===== src/hw/rtl/sll_pkg.sv =====
// ----------------------------------------------------------------------------
// sll_pkg
// Shared constants, types and helpers of the static linked list engine.
// ----------------------------------------------------------------------------
package sll_pkg;

  localparam int unsigned SLOTS     = 128;
  localparam int unsigned SLOT_W    = $clog2(SLOTS);
  localparam int unsigned DATA_W    = 32;
  localparam int unsigned STATUS_W  = 2;
  localparam int unsigned HEAD_SLOT = SLOTS - 1;
  localparam int unsigned FREE_HEAD = 0;

  typedef logic [SLOT_W-1:0] slot_t;

  typedef enum logic [STATUS_W-1:0] {
    ST_DONE    = 2'd0,
    ST_BAD_POS = 2'd1,
    ST_NO_FREE = 2'd2
  } status_e;

  typedef enum logic {
    OP_APPEND = 1'b0,
    OP_DELETE = 1'b1
  } op_e;

  typedef enum logic [3:0] {
    S_INIT,
    S_IDLE,
    S_A_HEAD,
    S_A_NEXT,
    S_A_CLR,
    S_A_LINK,
    S_D_WALK,
    S_D_VNEXT,
    S_D_FREE,
    S_D_PUSH
  } state_e;

  // link value of a slot right after reset: free slots chained, list empty
  function automatic slot_t link_reset_value(input slot_t idx);
    slot_t res;
    if (idx < slot_t'(SLOTS - 2)) begin
      res = idx + slot_t'(1);
    end else begin
      res = '0;
    end
    return res;
  endfunction

endpackage


===== src/hw/rtl/static_linked_list_engine_top.sv =====
// ----------------------------------------------------------------------------
// static_linked_list_engine_top
// Array-backed singly linked list with a free list, held in a link RAM.
//
// Input channel (in_valid_i/in_ready_o) carries an operation: append value_i
// at the tail, or delete the element at 1-based position_i. Each transfer
// gives exactly one result on the output channel (out_valid_o/out_ready_i):
// status, slot taken or freed, and the list length afterwards.
// An append ends early if the store is full, and a zero or too large position
// is answered from idle. Every link visited costs one read of the link RAM,
// which has registered read data, so the walk sets the delete time.
// One operation is in flight at a time; a new one is taken when the previous
// result has left or leaves in the same cycle.
// After reset the link RAM is initialized in a pass over all 128 slots, one slot
// a cycle, with in_ready_o low. A stalled receiver holds the result register
// and with it the input channel.
// ----------------------------------------------------------------------------
module static_linked_list_engine_top
  import sll_pkg::*;
(
  input  logic                clk_i,
  input  logic                rst_ni,
  input  logic                in_valid_i,
  output logic                in_ready_o,
  input  logic                kind_i,
  input  logic signed [31:0]  value_i,
  input  logic [SLOT_W-1:0]   position_i,
  output logic                out_valid_o,
  input  logic                out_ready_i,
  output logic [STATUS_W-1:0] status_o,
  output logic [SLOT_W-1:0]   slot_o,
  output logic [SLOT_W-1:0]   length_o
);

  state_e state_q, state_d;

  slot_t              init_q, init_d;
  slot_t              k_q, k_d;          // predecessor during a delete
  slot_t              sel_q, sel_d;      // slot taken or victim
  slot_t              walk_q, walk_d;
  slot_t              tail_q, tail_d;
  slot_t              count_q, count_d;
  logic [DATA_W-1:0]  value_q, value_d;
  logic               out_valid_q, out_valid_d;
  status_e            status_q, status_d;
  slot_t              slot_q, slot_d;
  slot_t              length_q, length_d;

  logic  lk_we, lk_re, dt_we;
  slot_t lk_waddr, lk_wdata, lk_raddr, lk_rdata;

  logic in_fire, out_fire, bad_pos;

  assign in_ready_o  = (state_q == S_IDLE) && (!out_valid_q || out_ready_i);
  assign in_fire     = in_valid_i && in_ready_o;
  assign out_fire    = out_valid_q && out_ready_i;
  assign bad_pos     = (position_i == '0) || (position_i > count_q);

  assign out_valid_o = out_valid_q;
  assign status_o    = status_q;
  assign slot_o      = slot_q;
  assign length_o    = length_q;

  sll_ram #(
    .WIDTH (SLOT_W),
    .DEPTH (SLOTS)
  ) u_link_ram (
    .clk_i   (clk_i),
    .we_i    (lk_we),
    .waddr_i (lk_waddr),
    .wdata_i (lk_wdata),
    .re_i    (lk_re),
    .raddr_i (lk_raddr),
    .rdata_o (lk_rdata)
  );

  // data words are stored only, never read back
  sll_ram #(
    .WIDTH (DATA_W),
    .DEPTH (SLOTS)
  ) u_data_ram (
    .clk_i   (clk_i),
    .we_i    (dt_we),
    .waddr_i (sel_q),
    .wdata_i (value_q),
    .re_i    (1'b0),
    .raddr_i (sel_q),
    .rdata_o ()
  );

  // next state
  always_comb begin
    state_d = state_q;
    case (state_q)
      S_INIT: begin
        if (init_q == slot_t'(SLOTS - 1)) begin
          state_d = S_IDLE;
        end
      end
      S_IDLE: begin
        if (in_fire) begin
          if (op_e'(kind_i) == OP_APPEND) begin
            state_d = S_A_HEAD;
          end else if (!bad_pos) begin
            state_d = S_D_WALK;
          end
        end
      end
      S_A_HEAD: begin
        state_d = (lk_rdata == '0) ? S_IDLE : S_A_NEXT;
      end
      S_A_NEXT:  state_d = S_A_CLR;
      S_A_CLR:   state_d = S_A_LINK;
      S_A_LINK:  state_d = S_IDLE;
      S_D_WALK: begin
        if (walk_q == '0) begin
          state_d = (lk_rdata == '0) ? S_IDLE : S_D_VNEXT;
        end
      end
      S_D_VNEXT: state_d = S_D_FREE;
      S_D_FREE:  state_d = S_D_PUSH;
      S_D_PUSH:  state_d = S_IDLE;
      default:   state_d = S_IDLE;
    endcase
  end

  // memory accesses and datapath
  always_comb begin
    init_d      = init_q;
    k_d         = k_q;
    sel_d       = sel_q;
    walk_d      = walk_q;
    tail_d      = tail_q;
    count_d     = count_q;
    value_d     = value_q;
    out_valid_d = out_fire ? 1'b0 : out_valid_q;
    status_d    = status_q;
    slot_d      = slot_q;
    length_d    = length_q;
    lk_we       = 1'b0;
    lk_waddr    = '0;
    lk_wdata    = '0;
    lk_re       = 1'b0;
    lk_raddr    = '0;
    dt_we       = 1'b0;

    case (state_q)
      S_INIT: begin
        lk_we    = 1'b1;
        lk_waddr = init_q;
        lk_wdata = link_reset_value(init_q);
        init_d   = init_q + slot_t'(1);
      end
      S_IDLE: begin
        if (in_fire) begin
          value_d = value_i;
          if (op_e'(kind_i) == OP_APPEND) begin
            lk_re    = 1'b1;
            lk_raddr = slot_t'(FREE_HEAD);
          end else if (bad_pos) begin
            out_valid_d = 1'b1;
            status_d    = ST_BAD_POS;
            slot_d      = '0;
            length_d    = count_q;
          end else begin
            k_d      = slot_t'(HEAD_SLOT);
            walk_d   = position_i - slot_t'(1);
            lk_re    = 1'b1;
            lk_raddr = slot_t'(HEAD_SLOT);
          end
        end
      end
      S_A_HEAD: begin
        if (lk_rdata == '0) begin
          out_valid_d = 1'b1;
          status_d    = ST_NO_FREE;
          slot_d      = '0;
          length_d    = count_q;
        end else begin
          sel_d    = lk_rdata;
          lk_re    = 1'b1;
          lk_raddr = lk_rdata;
        end
      end
      S_A_NEXT: begin
        // free head moves on to the next free slot
        lk_we    = 1'b1;
        lk_waddr = slot_t'(FREE_HEAD);
        lk_wdata = lk_rdata;
        dt_we    = 1'b1;
      end
      S_A_CLR: begin
        lk_we    = 1'b1;
        lk_waddr = sel_q;
        lk_wdata = '0;
      end
      S_A_LINK: begin
        lk_we       = 1'b1;
        lk_waddr    = tail_q;
        lk_wdata    = sel_q;
        tail_d      = sel_q;
        count_d     = count_q + slot_t'(1);
        out_valid_d = 1'b1;
        status_d    = ST_DONE;
        slot_d      = sel_q;
        length_d    = count_q + slot_t'(1);
      end
      S_D_WALK: begin
        if (walk_q != '0) begin
          k_d      = lk_rdata;
          walk_d   = walk_q - slot_t'(1);
          lk_re    = 1'b1;
          lk_raddr = lk_rdata;
        end else if (lk_rdata == '0) begin
          out_valid_d = 1'b1;
          status_d    = ST_BAD_POS;
          slot_d      = '0;
          length_d    = count_q;
        end else begin
          sel_d    = lk_rdata;
          lk_re    = 1'b1;
          lk_raddr = lk_rdata;
        end
      end
      S_D_VNEXT: begin
        // unlink victim, fetch free head in the same cycle
        lk_we    = 1'b1;
        lk_waddr = k_q;
        lk_wdata = lk_rdata;
        if (tail_q == sel_q) begin
          tail_d = k_q;
        end
        lk_re    = 1'b1;
        lk_raddr = slot_t'(FREE_HEAD);
      end
      S_D_FREE: begin
        lk_we    = 1'b1;
        lk_waddr = sel_q;
        lk_wdata = lk_rdata;
      end
      S_D_PUSH: begin
        lk_we       = 1'b1;
        lk_waddr    = slot_t'(FREE_HEAD);
        lk_wdata    = sel_q;
        count_d     = count_q - slot_t'(1);
        out_valid_d = 1'b1;
        status_d    = ST_DONE;
        slot_d      = sel_q;
        length_d    = count_q - slot_t'(1);
      end
      default: begin
      end
    endcase
  end

  always_ff @(posedge clk_i or negedge rst_ni) begin
    if (!rst_ni) begin
      state_q     <= S_INIT;
      init_q      <= '0;
      tail_q      <= slot_t'(HEAD_SLOT);
      count_q     <= '0;
      out_valid_q <= 1'b0;
      walk_q      <= '0;
    end else begin
      state_q     <= state_d;
      init_q      <= init_d;
      tail_q      <= tail_d;
      count_q     <= count_d;
      out_valid_q <= out_valid_d;
      walk_q      <= walk_d;
    end
  end

  always_ff @(posedge clk_i) begin
    k_q      <= k_d;
    sel_q    <= sel_d;
    value_q  <= value_d;
    status_q <= status_d;
    slot_q   <= slot_d;
    length_q <= length_d;
  end

endmodule


===== src/hw/rtl/sll_ram.sv =====
// ----------------------------------------------------------------------------
// sll_ram
// Generic single write port, single read port RAM with registered read data.
// ----------------------------------------------------------------------------
module sll_ram #(
  parameter int unsigned WIDTH = 8,
  parameter int unsigned DEPTH = 16
) (
  input  logic                     clk_i,
  input  logic                     we_i,
  input  logic [$clog2(DEPTH)-1:0] waddr_i,
  input  logic [WIDTH-1:0]         wdata_i,
  input  logic                     re_i,
  input  logic [$clog2(DEPTH)-1:0] raddr_i,
  output logic [WIDTH-1:0]         rdata_o
);

  logic [WIDTH-1:0] mem_q [DEPTH];

  always_ff @(posedge clk_i) begin
    if (we_i) begin
      mem_q[waddr_i] <= wdata_i;
    end
    if (re_i) begin
      rdata_o <= mem_q[raddr_i];
    end
  end

endmodule

===== config.mk =====
export PLATFORM = sky130hd
export DESIGN_NAME = static_linked_list_engine_top
export DESIGN_NICKNAME = d
export VERILOG_FILES = /design/src/hw/rtl/sll_pkg.sv /design/src/hw/rtl/static_linked_list_engine_top.sv /design/src/hw/rtl/sll_ram.sv
export SDC_FILE = /design/constraint.sdc
export NUM_CORES = 1
export LEC_CHECK = 0
export ABC_AREA = 1
export BUFFER_PORTS_ARGS = -buffer_cell sky130_fd_sc_hd__buf_2
export CORE_ASPECT_RATIO = 1.4
export CORE_MARGIN = 3
export CORE_UTILIZATION = 37
export DETAILED_ROUTE_END_ITERATION = 12
export REMOVE_ABC_BUFFERS = 1
export SETUP_SLACK_MARGIN = 0.2
export SYNTH_ARGS = -nofsm -noshare
export SYNTH_HDL_FRONTEND = slang
export SYNTH_SLANG_ARGS = --single-unit

===== constraint.sdc =====
create_clock -name clk_i -period 21.5 [get_ports clk_i]
set_input_delay 5.375 -clock clk_i [delete_from_list [all_inputs] [get_ports clk_i]]
set_output_delay 5.375 -clock clk_i [all_outputs]
set_load 0.005 [all_outputs]

## After elaboration in Yosys (flattened, before gate mapping)

Memory sizes are Yosys's and may differ from the RTL's. A register that Yosys moved wholly into a read port is not among the register bits.
Index checks and enable logic that the tools add are counted.

- Register bits after elaboration: 63
- Memory bits (writable): 896
- Input port bits: 44
- Output and inout bits: 18
- Word-level logic and storage cells: 138
- Memories kept: 1

- Add/subtract/negate cells: 5
- Magnitude comparators: 2
- Equal/unequal tests: 23
- Multiplexer cells: 68
- Reductions and logical operators: 28

Memory list:

| memory | words | bits a word | rd ports | clocked after memory_dff | write ports | line | source |
|---|---|---|---|---|---|---|---|
| u_link_ram.mem_q | 128 | 7 | 1 | 1 | 1 | sll_ram.sv:18 | `logic [WIDTH-1:0] mem_q [DEPTH];` |

Operators with widths:

| operator | count |
|---|---|
| $mux 7 | 27 |
| $pmux 7 s2 | 5 |
| $pmux 7 s4 | 2 |
| $pmux 7 s3 | 2 |
| $pmux 7 s5 | 1 |
| $pmux 4 s8 | 1 |
| $ne 2x2->1 const B | 11 |
| $logic_not 7->1 | 3 |
| $sub 7x1->7 const B | 3 |
| $mux 4 | 5 |
| $eq 4x3->1 const B | 4 |
| $reduce_and 5->1 | 3 |
| $add 7x1->7 const B | 2 |
| $mux 1 | 14 |
| $mux 2 | 7 |
| $eq 4x2->1 const B | 2 |
| $eq 4x4->1 const B | 2 |
| $pmux 1 s4 | 2 |
| $pmux 2 s4 | 1 |
| $reduce_bool 2->1 | 4 |
| $eq 7x7->1 | 1 |
| $eq 7x7->1 const B | 1 |
| $gt 7x7->1 | 1 |
| $lt 7x7->1 const B | 1 |
| 16 further kinds | 21 |

## Depth between registers and ports, before layout

Gate-level depths: netlist (run 1).

- Depth after elaboration: 6
- Mapped depth: 23
- Mapped depth without buffers: 21

## Hierarchy

A second synthesis (run 1) with hierarchy kept.

- Cells, all modules: 3652
- Area total of the unflattened synthesis: 41081.9 µm²

Modules (own cells, without submodules):

| module | times used | cells each | area an instance (µm²) | seq. area each (µm²) |
|---|---|---|---|---|
| sll_ram | 1 | 3152 | 37161.9 | 27116.0 |
| static_linked_list_engine_top | 1 | 500 | 3920.0 | 1735.4 |

## Least setup slack after synthesis (run 1)

No wires, ideal clock.

- Path kind: input port to output port
- From: in out_ready_i
- To: out in_ready_o
- Data arrival time: 5803 ps
- Required time: 16125 ps
- Setup slack: 10322 ps
- Stages on the path: 3
- Path buffers: 0
- Cell sequence: or2_2 inv_1 nor2_1

- Longest elaborated chain between the ends: 2

Ends and longest elaborated chain:

| item | line | source |
|---|---|---|
| start, declared | static_linked_list_engine_top.sv:29 | `input logic out_ready_i,` |
| $logic_or 1x1->1 | static_linked_list_engine_top.sv:54 | `assign in_ready_o = (state_q == S_IDLE) && (!out_valid_q \|\| out_ready_i);` |
| $logic_and 1x1->1 | static_linked_list_engine_top.sv:54 |  |
| end, declared | static_linked_list_engine_top.sv:24 | `output logic in_ready_o,` |

No other way between the ends.

## Worst setup path in the final report (run 1)

Ends and elaborated chain as after synthesis.

==> impl.org, run 1 <==
** Run status
- The flow ran to the end, and the final reports show no timing, DRC or antenna violations.

** Synth
- Yosys top cell area share :: 64.18%
- Post-Synth Simple-Gate Area :: 23.22%
- Yosys warns :: 0
- Synthesis produced a netlist whose cell count is 4011.
- Summing the areas of all xor and xnor instances in the mapped netlist gives 0.3611% of the synthesized area.
- Dividing the synthesized area by the synthesized cell count gives 10.88 um2.
- By area the synthesized netlist is led by edfxtp_1 64%, nand3_1 10%, nand2_1 5.4%.
- Counting distinct cell types in the post-synthesis netlist gives 42.
- Cell area after technology mapping :: 43650 um2
- Post-synthesis sequential area ratio :: 66.09%
- The synthesized netlist devotes 2.236% of its cell area to compound gates.
- In this run, synthesis produced a sequential element count of 966.
- Yosys top cell by area :: edfxtp_1
- By area, the combinational part of the netlist is dominated by simple AND/OR/NAND/NOR gates.
- Mux cell area share after synthesis :: 0.02293%
- Summing the areas of all fa, ha and maj instances in the mapped netlist gives 0.3153% of the synthesized area.

** Global route
- Across every metal layer, demand over resource in global routing totals 18.67%.
- Global-route wire length before repair :: 172.2 mm
- The initial antenna violation count came to 1.
- Number of global-route vias before repair :: 28.20k
- The total overflow left after global routing is 0.
- Entering global routing, the biggest net connects 185 pins.

** CTS
- Clock tree synthesis inserted a total of 88 buffers.
- Hold repair after CTS inserted 0 buffers.
- In this run the post-CTS setup repair buffer count came out at 0.
- Counting every sink on the clock net gives 966.
- Gates resized during post-CTS repair numbered 0.
- Clock tree synthesis selected as its root buffer the cell clkbuf_16.
- In this run the number of H-tree levels came out at 3.
- Clk slew on worst S/H paths :: 0.06 ns
- TritonCTS built the clock tree.
- The later pin in the worst-skew pair is clocked with a latency of 0.69 ns.
- Maximum number of buffers from clock root to sink :: 3

** Floorplan
- Number of rows in the core area :: 148
- Full die area :: 122200 um2
- Chip Height :: 412.4 um
- Ports placed on the boundary :: 62
- Initial core utilization :: 37.42%
- Die X :: 296.3 um
- Core area :: 116700 um2

** Worst setup path
- STA classifies the critical path endpoint as a primary output.
- Data on the critical path arrives at its endpoint at 6.06 ns.
- For the worst flop-to-flop path, the logic depth is 17.
- Of all nets on the critical path, the largest fanout is 4.
- STA classifies the critical path startpoint as an input port.
- Setup CP Type :: in -> out
- STA puts the critical path data required time at 16.12 ns.

** Power
- In this run the power density over the cells is 122.8 nW/um2.
- Static leakage :: 17.83 nW
- VDD sags by at most 0.1499 mV.

** Finish
- In the layout the commonest cells are 933 x edfxtp_1, 876 x nand3_1, 624 x nand2_1, 540 x inv_1, 281 x nand3b_1.
- Compared with the post-synthesis result, the final layout area differs by 9.341%.
- Cells fill 40.91% of the core in the end.
- Most frequent standard cell in the layout excluding fill and tap cells :: edfxtp_1
- Fraction of final layout cells sized beyond drive strength 1 :: 7.302%
- Layout net count :: 3981
- Ant diodes :: 0

** Detailed routing
- WL per Instance :: 20.87 um
- Once detail routing completed, the nets flagged for antenna violations numbered 0.
- Initial detailed-routing violation count :: 2448
- Dividing the detail-routed via count by the number of cells gives 5.233.
- DRC viols :: 0
- The final route contains 28.78k vias.
- The first detailed-routing pass ran for 5 iterations.
- Wires add up to 114.8 mm.

** Place
- Placed wire-length estimate :: 63.40 mm
- Port buffer count :: 29
- RePlAce Congestion :: 0.8719
- Prior to clock tree synthesis, the placed netlist has a worst setup slack of 10.06 ns.

** Timing
- The number of pins exceeding their max-slew limit in the final report was 0.
- The routed design could run at a clock period as short as 11.44 ns.
- Setup total negative slack on the finished layout was measured at 0 ns.
- Between clock sinks in the finished design, the worst skew comes to 0.02771 ns.
- At the pin with the least slew margin, the transition time is 1.241 ns.
- Setup violations remaining at the end of the flow were counted as 0.
- Setup repair after global routing missed its margin :: false
- Final hold analysis gives a worst-case slack of 0.4838 ns.
- The number of failing hold endpoints at the final stage came to 0.
- Remaining max-slew budget at the tightest pin :: 16.63%
- The worst path meets setup with 10.06 ns of slack.
- Of the available clock period, the critical path in the final layout requires 53.19%.
- Derived from the worst setup path, the maximum achievable clock frequency is 87.45 MHz.

** Worst hold path
- Along the worst hold path, the cell count comes to 2.
- Type of the most critical hold path :: reg -> reg

** Flow run
- Number of maximum-capacitance violations :: 0
==> routing by layer <==
| layer | track usage, % | wire (um) | up-vias | part of all wire (%) |
|---|---|---|---|---|
| li1 | - | - | 13620 | - |
| met2 | 31.83 | 56830 | 920 | 50 |
| met3 | 2.548 | 6509 | 257 | 5.7 |
| met1 | 22.77 | 44950 | 13980 | 39 |
| met4 | 10.31 | 6479 | 0 | 5.6 |
| met5 | 0 | 0 | - | 0 |
==> path summary, 6_finish.rpt <==
path,from,end,slack (ns)
worst max-delay path,out_ready_i,in_ready_o,10.06
worst min-delay path,walk_q[1],walk_q[1],0.48
worst max register to register,state_q[3],u_link_ram.rdata_o[0],15.57
worst min register to register,walk_q[1],walk_q[1],0.48
max in group asynchronous,rst_ni,init_q[6],16.18
min in group asynchronous,rst_ni,state_q[2],4.78
==> cell type report <==
class	instances	area, um2
Clock buffer	109	2302
Sequential cell	966	28850
Tap cell	1500	1877
Fill cell	10940	68930
Multi-Input combinational cell	2246	11580
Timing Repair Buffer	76	548.0
Inverter	548	2072
Clock inverter	54	498.0
==> logic make-up after synthesis <==
family,Yosys count
flops,966
xor+xnor,18
mux,1
compound gates,137
buf+inv,799
fa+ha+maj,11
simple gates,2079
==> state kept, by name, indices dropped and copies added (netlist names) <==
signal,count
sel_q,7
walk_q,7
length_o,7
k_q,7
u_link_ram.rdata_o,7
init_q,7
out_valid_o,1
u_link_ram.mem_q,896
count_q,7
state_q,4
slot_o,7
status_o,2
tail_q,7
==> through the flow <==
stage / instances / total power, W / instance area, um2
6_report: 5499 / 0.005863 / 47730
5_1_grt: 5499 / 0.006117 / 47730
4_1_cts: 5499 / 0.005895 / 47730
3_5_place_dp: 5336 / 0.004357 / 44930
3_3_place_gp: 5336 / 0.004328 / 44930
2_1_floorplan: 3760 / 0.003651 / 42330
==> where the power goes <==
| part | internal [W] | switching, W |
|---|---|---|
| registers | 0.00249 | 0.0000493 |
| logic | 0.000397 | 0.00138 |
| clock network | 0.000852 | 0.000698 |
| total | 0.00373 | 0.00213 |
==> synthesized netlist by cell type, drive strengths merged <==
| cell type | instances |
|---|---|
| edfxtp | 933 |
| buf | 192 |
| nor4 | 4 |
| o21a | 1 |
| o221ai | 17 |
| o2111ai | 47 |
| a211o | 1 |
| inv | 547 |
| clkbuf | 59 |
| nand2 | 629 |
| o21ai | 50 |
| xor2 | 14 |
| o31ai | 2 |
| nor2 | 226 |
| nor3 | 11 |
| ha | 11 |
| dfrtp | 26 |
| mux2i | 1 |
| clkinv | 1 |
| xnor2 | 4 |
| nand3 | 878 |
| o22ai | 1 |
| or2 | 46 |
| a21oi | 8 |
| nand4 | 4 |
| a31oi | 6 |
| a32oi | 1 |
| dfstp | 7 |
| o211ai | 2 |
| nand3b | 281 |
| a211oi | 1 |
==> worst max-delay path, cell delays in order <==
cell and delay [ns]:
buf_2 0.09, or2_2 0.34, inv_1 0.08, nor2_1 0.05
buf_2 0.12
No activity file was read; power rests on OpenSTA's default activity.
==> inputs of run 2 (changes only) <==
Clock period 21.5 ns to 10.69 ns, I/O delays scaled along.
==> run 2 against run 1 <==
  * Worst hold slack better by 0.0038 ns
  * Clock skew is 0.00099 ns lower
  * First-iteration DRC count is 1.4% lower
  * Non-clock buffer count is 1 higher
  * Sequential power is 100% higher
  * Clock power is 110% higher
  * Die area stayed put
  * Highest routed layer unchanged
==> impl.org, run 2 (synthesized netlist as in run 1, its figures left out) <==
** Run status
- The flow ran to the end, and the final reports show no timing, DRC or antenna violations.

** Global route
- The number of global-route vias before repair was 27.89k (-1.1%).
- Number of antenna violations at the first check in global routing :: 0 (-1)
- The wire length of the first global-routing pass is 173.3 mm (+0.65%).
- Remaining Overflow, GRT :: 0 (unchanged)
- The pin count of the biggest net entering global routing came to 158 (-15%).
- The overall fraction of global-route tracks in use came to 18.75% (+0.084 points).

** Finish
- The flip-flop count of the largest register, all copies and words added is 896 (unchanged).
- The total number of nets in the final design is 3983 (+0.050%).
- Ant diodes :: 0 (unchanged)
- Largest register by flop count :: u_link_ram.mem_q
- In the layout the commonest cells are 933 x edfxtp_1, 876 x nand3_1, 624 x nand2_1, 540 x inv_1, 281 x nand3b_1.
- Most frequent standard cell in the layout excluding fill and tap cells :: edfxtp_1
- The fraction of final layout cells with drive strength greater than 1 is 7.248% (-0.054 points).
- Compared with the post-synthesis result, the final layout area differs by 9.710%.
- The number of non-filler instances in the completed layout was 5501 (+0.036%).

** Floorplan
- The number of placed I/O pins was 62 (unchanged).
- Core area :: 116700 um2 (unchanged)
- Number of rows in the core area :: 148 (unchanged)
- Initial core utilization :: 37.42% (unchanged)
- The width of the chip was 296.3 um (unchanged).
- Chip Height :: 412.4 um (unchanged)
- The floorplan die area came to 122200 um2 (unchanged).

** Worst setup path
- STA classifies the critical path startpoint as an input port.
- R2r worst-path depth :: 16 (-1)
- Worst Setup SP :: position_i[6]
- Arrival time of data at the critical path endpoint :: 7.63 ns (+1.57 ns)
- Ordered list of cells on the worst path :: buf_2 > ha_1 > nand2_1 > nor2_1 > nand2_1 > nand2_1 > nand2_1 > nand3_4 > buf_4 > o21ai_4 > buf_12 > inv_4 > buf_4 > nand3_1 > nand3_1 > nand3_1 > nand3_1 > nand2_1 > nand2_1 > nand2_1
- Setup CP Type :: in -> reg
- The slack of the worst reg-to-reg path is 4.94 ns (-10.63 ns).
- Cell mode on critical path :: nand2_1
- Reg-to-Reg Start :: state_q[3]
- For this design, the slowest cell found on the critical path is inv_4.
- The maximum fanout encountered on the critical timing path is 113 (+109).
- Capture instance of the worst register-to-register path :: u_link_ram.rdata_o[0]
- Sort of element at the end of the critical path :: flop
- Maximum cell stage delay along the critical path :: 0.78 ns (+0.44 ns)
- Data required time at the worst endpoint :: 11.15 ns (-4.97 ns)

** Timing
- Setup repair after global routing left no endpoint under its margin.
- The final-layout setup total negative slack is 0 ns (unchanged).
- Number of setup violations in the final report :: 0 (unchanged)
- The headroom to the max-slew limit was 22.62% (+6.0 points).
- The number of failing hold endpoints at the final stage was 0 (unchanged).
- Timing would allow up to 139.5 MHz.
- Fin Hold WS :: 0.4875 ns (+0.003767 ns)
- Fraction of the cycle the final worst path needs :: 67.06%
- The routed design could run at a clock period as short as 7.169 ns.
- Count of pins over their slew limit :: 0 (unchanged)
- The setup slack of the critical path after layout is 3.521 ns (-6.543 ns).
- The worst setup skew after layout is 0.02672 ns (-0.0009921 ns).
- Actual slew at the worst max-slew pin :: 1.161 ns (-0.08037 ns)

** Worst hold path
- Startpoint of the most critical hold path :: walk_q[1]
- The cell count of the worst hold path is 2 (unchanged).
- The path with the worst hold slack has its endpoint at walk_q[1].
- The worst hold path belongs to the class reg -> reg.

** Detailed routing
- The ratio of routed vias to standard cells was 5.279 (+0.88%).
- Detailed-route wire length :: 115.6 mm (+0.74%)
- The violation count after the first detailed-route iteration is 2414 (-1.4%).
- Antenna-violating nets left :: 0 (unchanged)
- The post-detailed-route DRC marker count was 0 (unchanged).
- WL per Instance :: 21.02 um (+0.71%)
- The length of the first detailed-routing pass in iterations is 5 (unchanged).
- Via Count :: 29.04k (+0.92%)

** CTS
- The tree is rooted in a clkbuf_16.
- Number of hold buffers added after cts :: 0 (unchanged)
- The post-CTS resize count is 0 (unchanged).
- The maximum root-to-sink buffer count is 3 (unchanged).
- The clock insertion delay at the later pin of the skew report came to 0.70 ns (about the same).
- TritonCTS built the clock tree.
- The clock sink total came to 966 (unchanged).
- Post-CTS setup repair buffer count :: 0 (unchanged)
- Clk slew on worst S/H paths :: 0.06 ns (about the same)
- The maximum level of the CTS H-tree came to 3 (unchanged).
- The TritonCTS buffer count came to 89 (+1.1%).

** Power
- Power per cell area :: 249.3 nW/um2 (+100%)
- Peak supply drop :: 0.2327 mV (+55%)
- Static leakage :: 17.93 nW (+0.55%)
- Total Power Consumption :: 0.01194 W (+100%)

** Flow run
- The number of violations of the max-capacitance limit came to 0 (unchanged).

** Place
- Port buffer count :: 29 (unchanged)
- Number of cells in the design after placement :: 5337 (+0.019%)
- Placed wire-length estimate :: 64.03 mm (+0.99%)
- The worst slack at placement was 2.799 ns (-7.262 ns).
- RePlAce Congestion :: 0.8323 (-4.5%)
-- run 2: per-stage QoR --
stage	instance area, um2	utilization, %
6_report	47890	41.05
5_1_grt	47890	41.05
4_1_cts	47890	41.05
3_5_place_dp	44930	38.51
3_3_place_gp	44930	38.51
2_1_floorplan	42330	-
-- run 2: area by class of cell --
class | count | area (um2)
flip-flops and latches | 966 | 28850
clock buffers | 109 | 2323
clock inverters | 55 | 640.6
multi-input cells | 2246 | 11580
fillers | 10880 | 68770
well taps | 1500 | 1877
inverters | 548 | 2074
repair buffers | 77 | 543.0
-- run 2: how the worst max path moves through the flow --
stage	slack, ns	end	depth (start not counted)
after floorplan	-4.68	u_link_ram.rdata_o[0]	17
after detailed placement	2.80	u_link_ram.rdata_o[0]	20
after CTS	3.52	u_link_ram.rdata_o[0]	20
final	3.52	u_link_ram.rdata_o[6]	20
after global placement	2.85	u_link_ram.rdata_o[0]	20
after global routing	3.20	u_link_ram.rdata_o[0]	20
-- run 2: critical path, delay by kind of cell --
| kind | cells | cell delay (ns) |
|---|---|---|
| AOI/OAI and AO/OA | 1 | 0.13 |
| adders and majority gates | 1 | 0.29 |
| buffers and inverters | 5 | 2.54 |
| and+or+nand+nor | 13 | 1.88 |
-- run 2: power breakdown --
part	switching (W)	internal [W]
logic	0.00276	0.000797
registers	0.0000984	0.00500
clock network	0.00141	0.00187
-- run 2: routing by layer --
metal  global-route usage (%)  share of wire [%]  up-vias
met5                        0                  0        -
met4                    9.478                5.1        0
met3                    2.187                5.5      256
met2                    32.20                 50      949
met1                    23.29                 40    14210
li1                         -                  -    13630
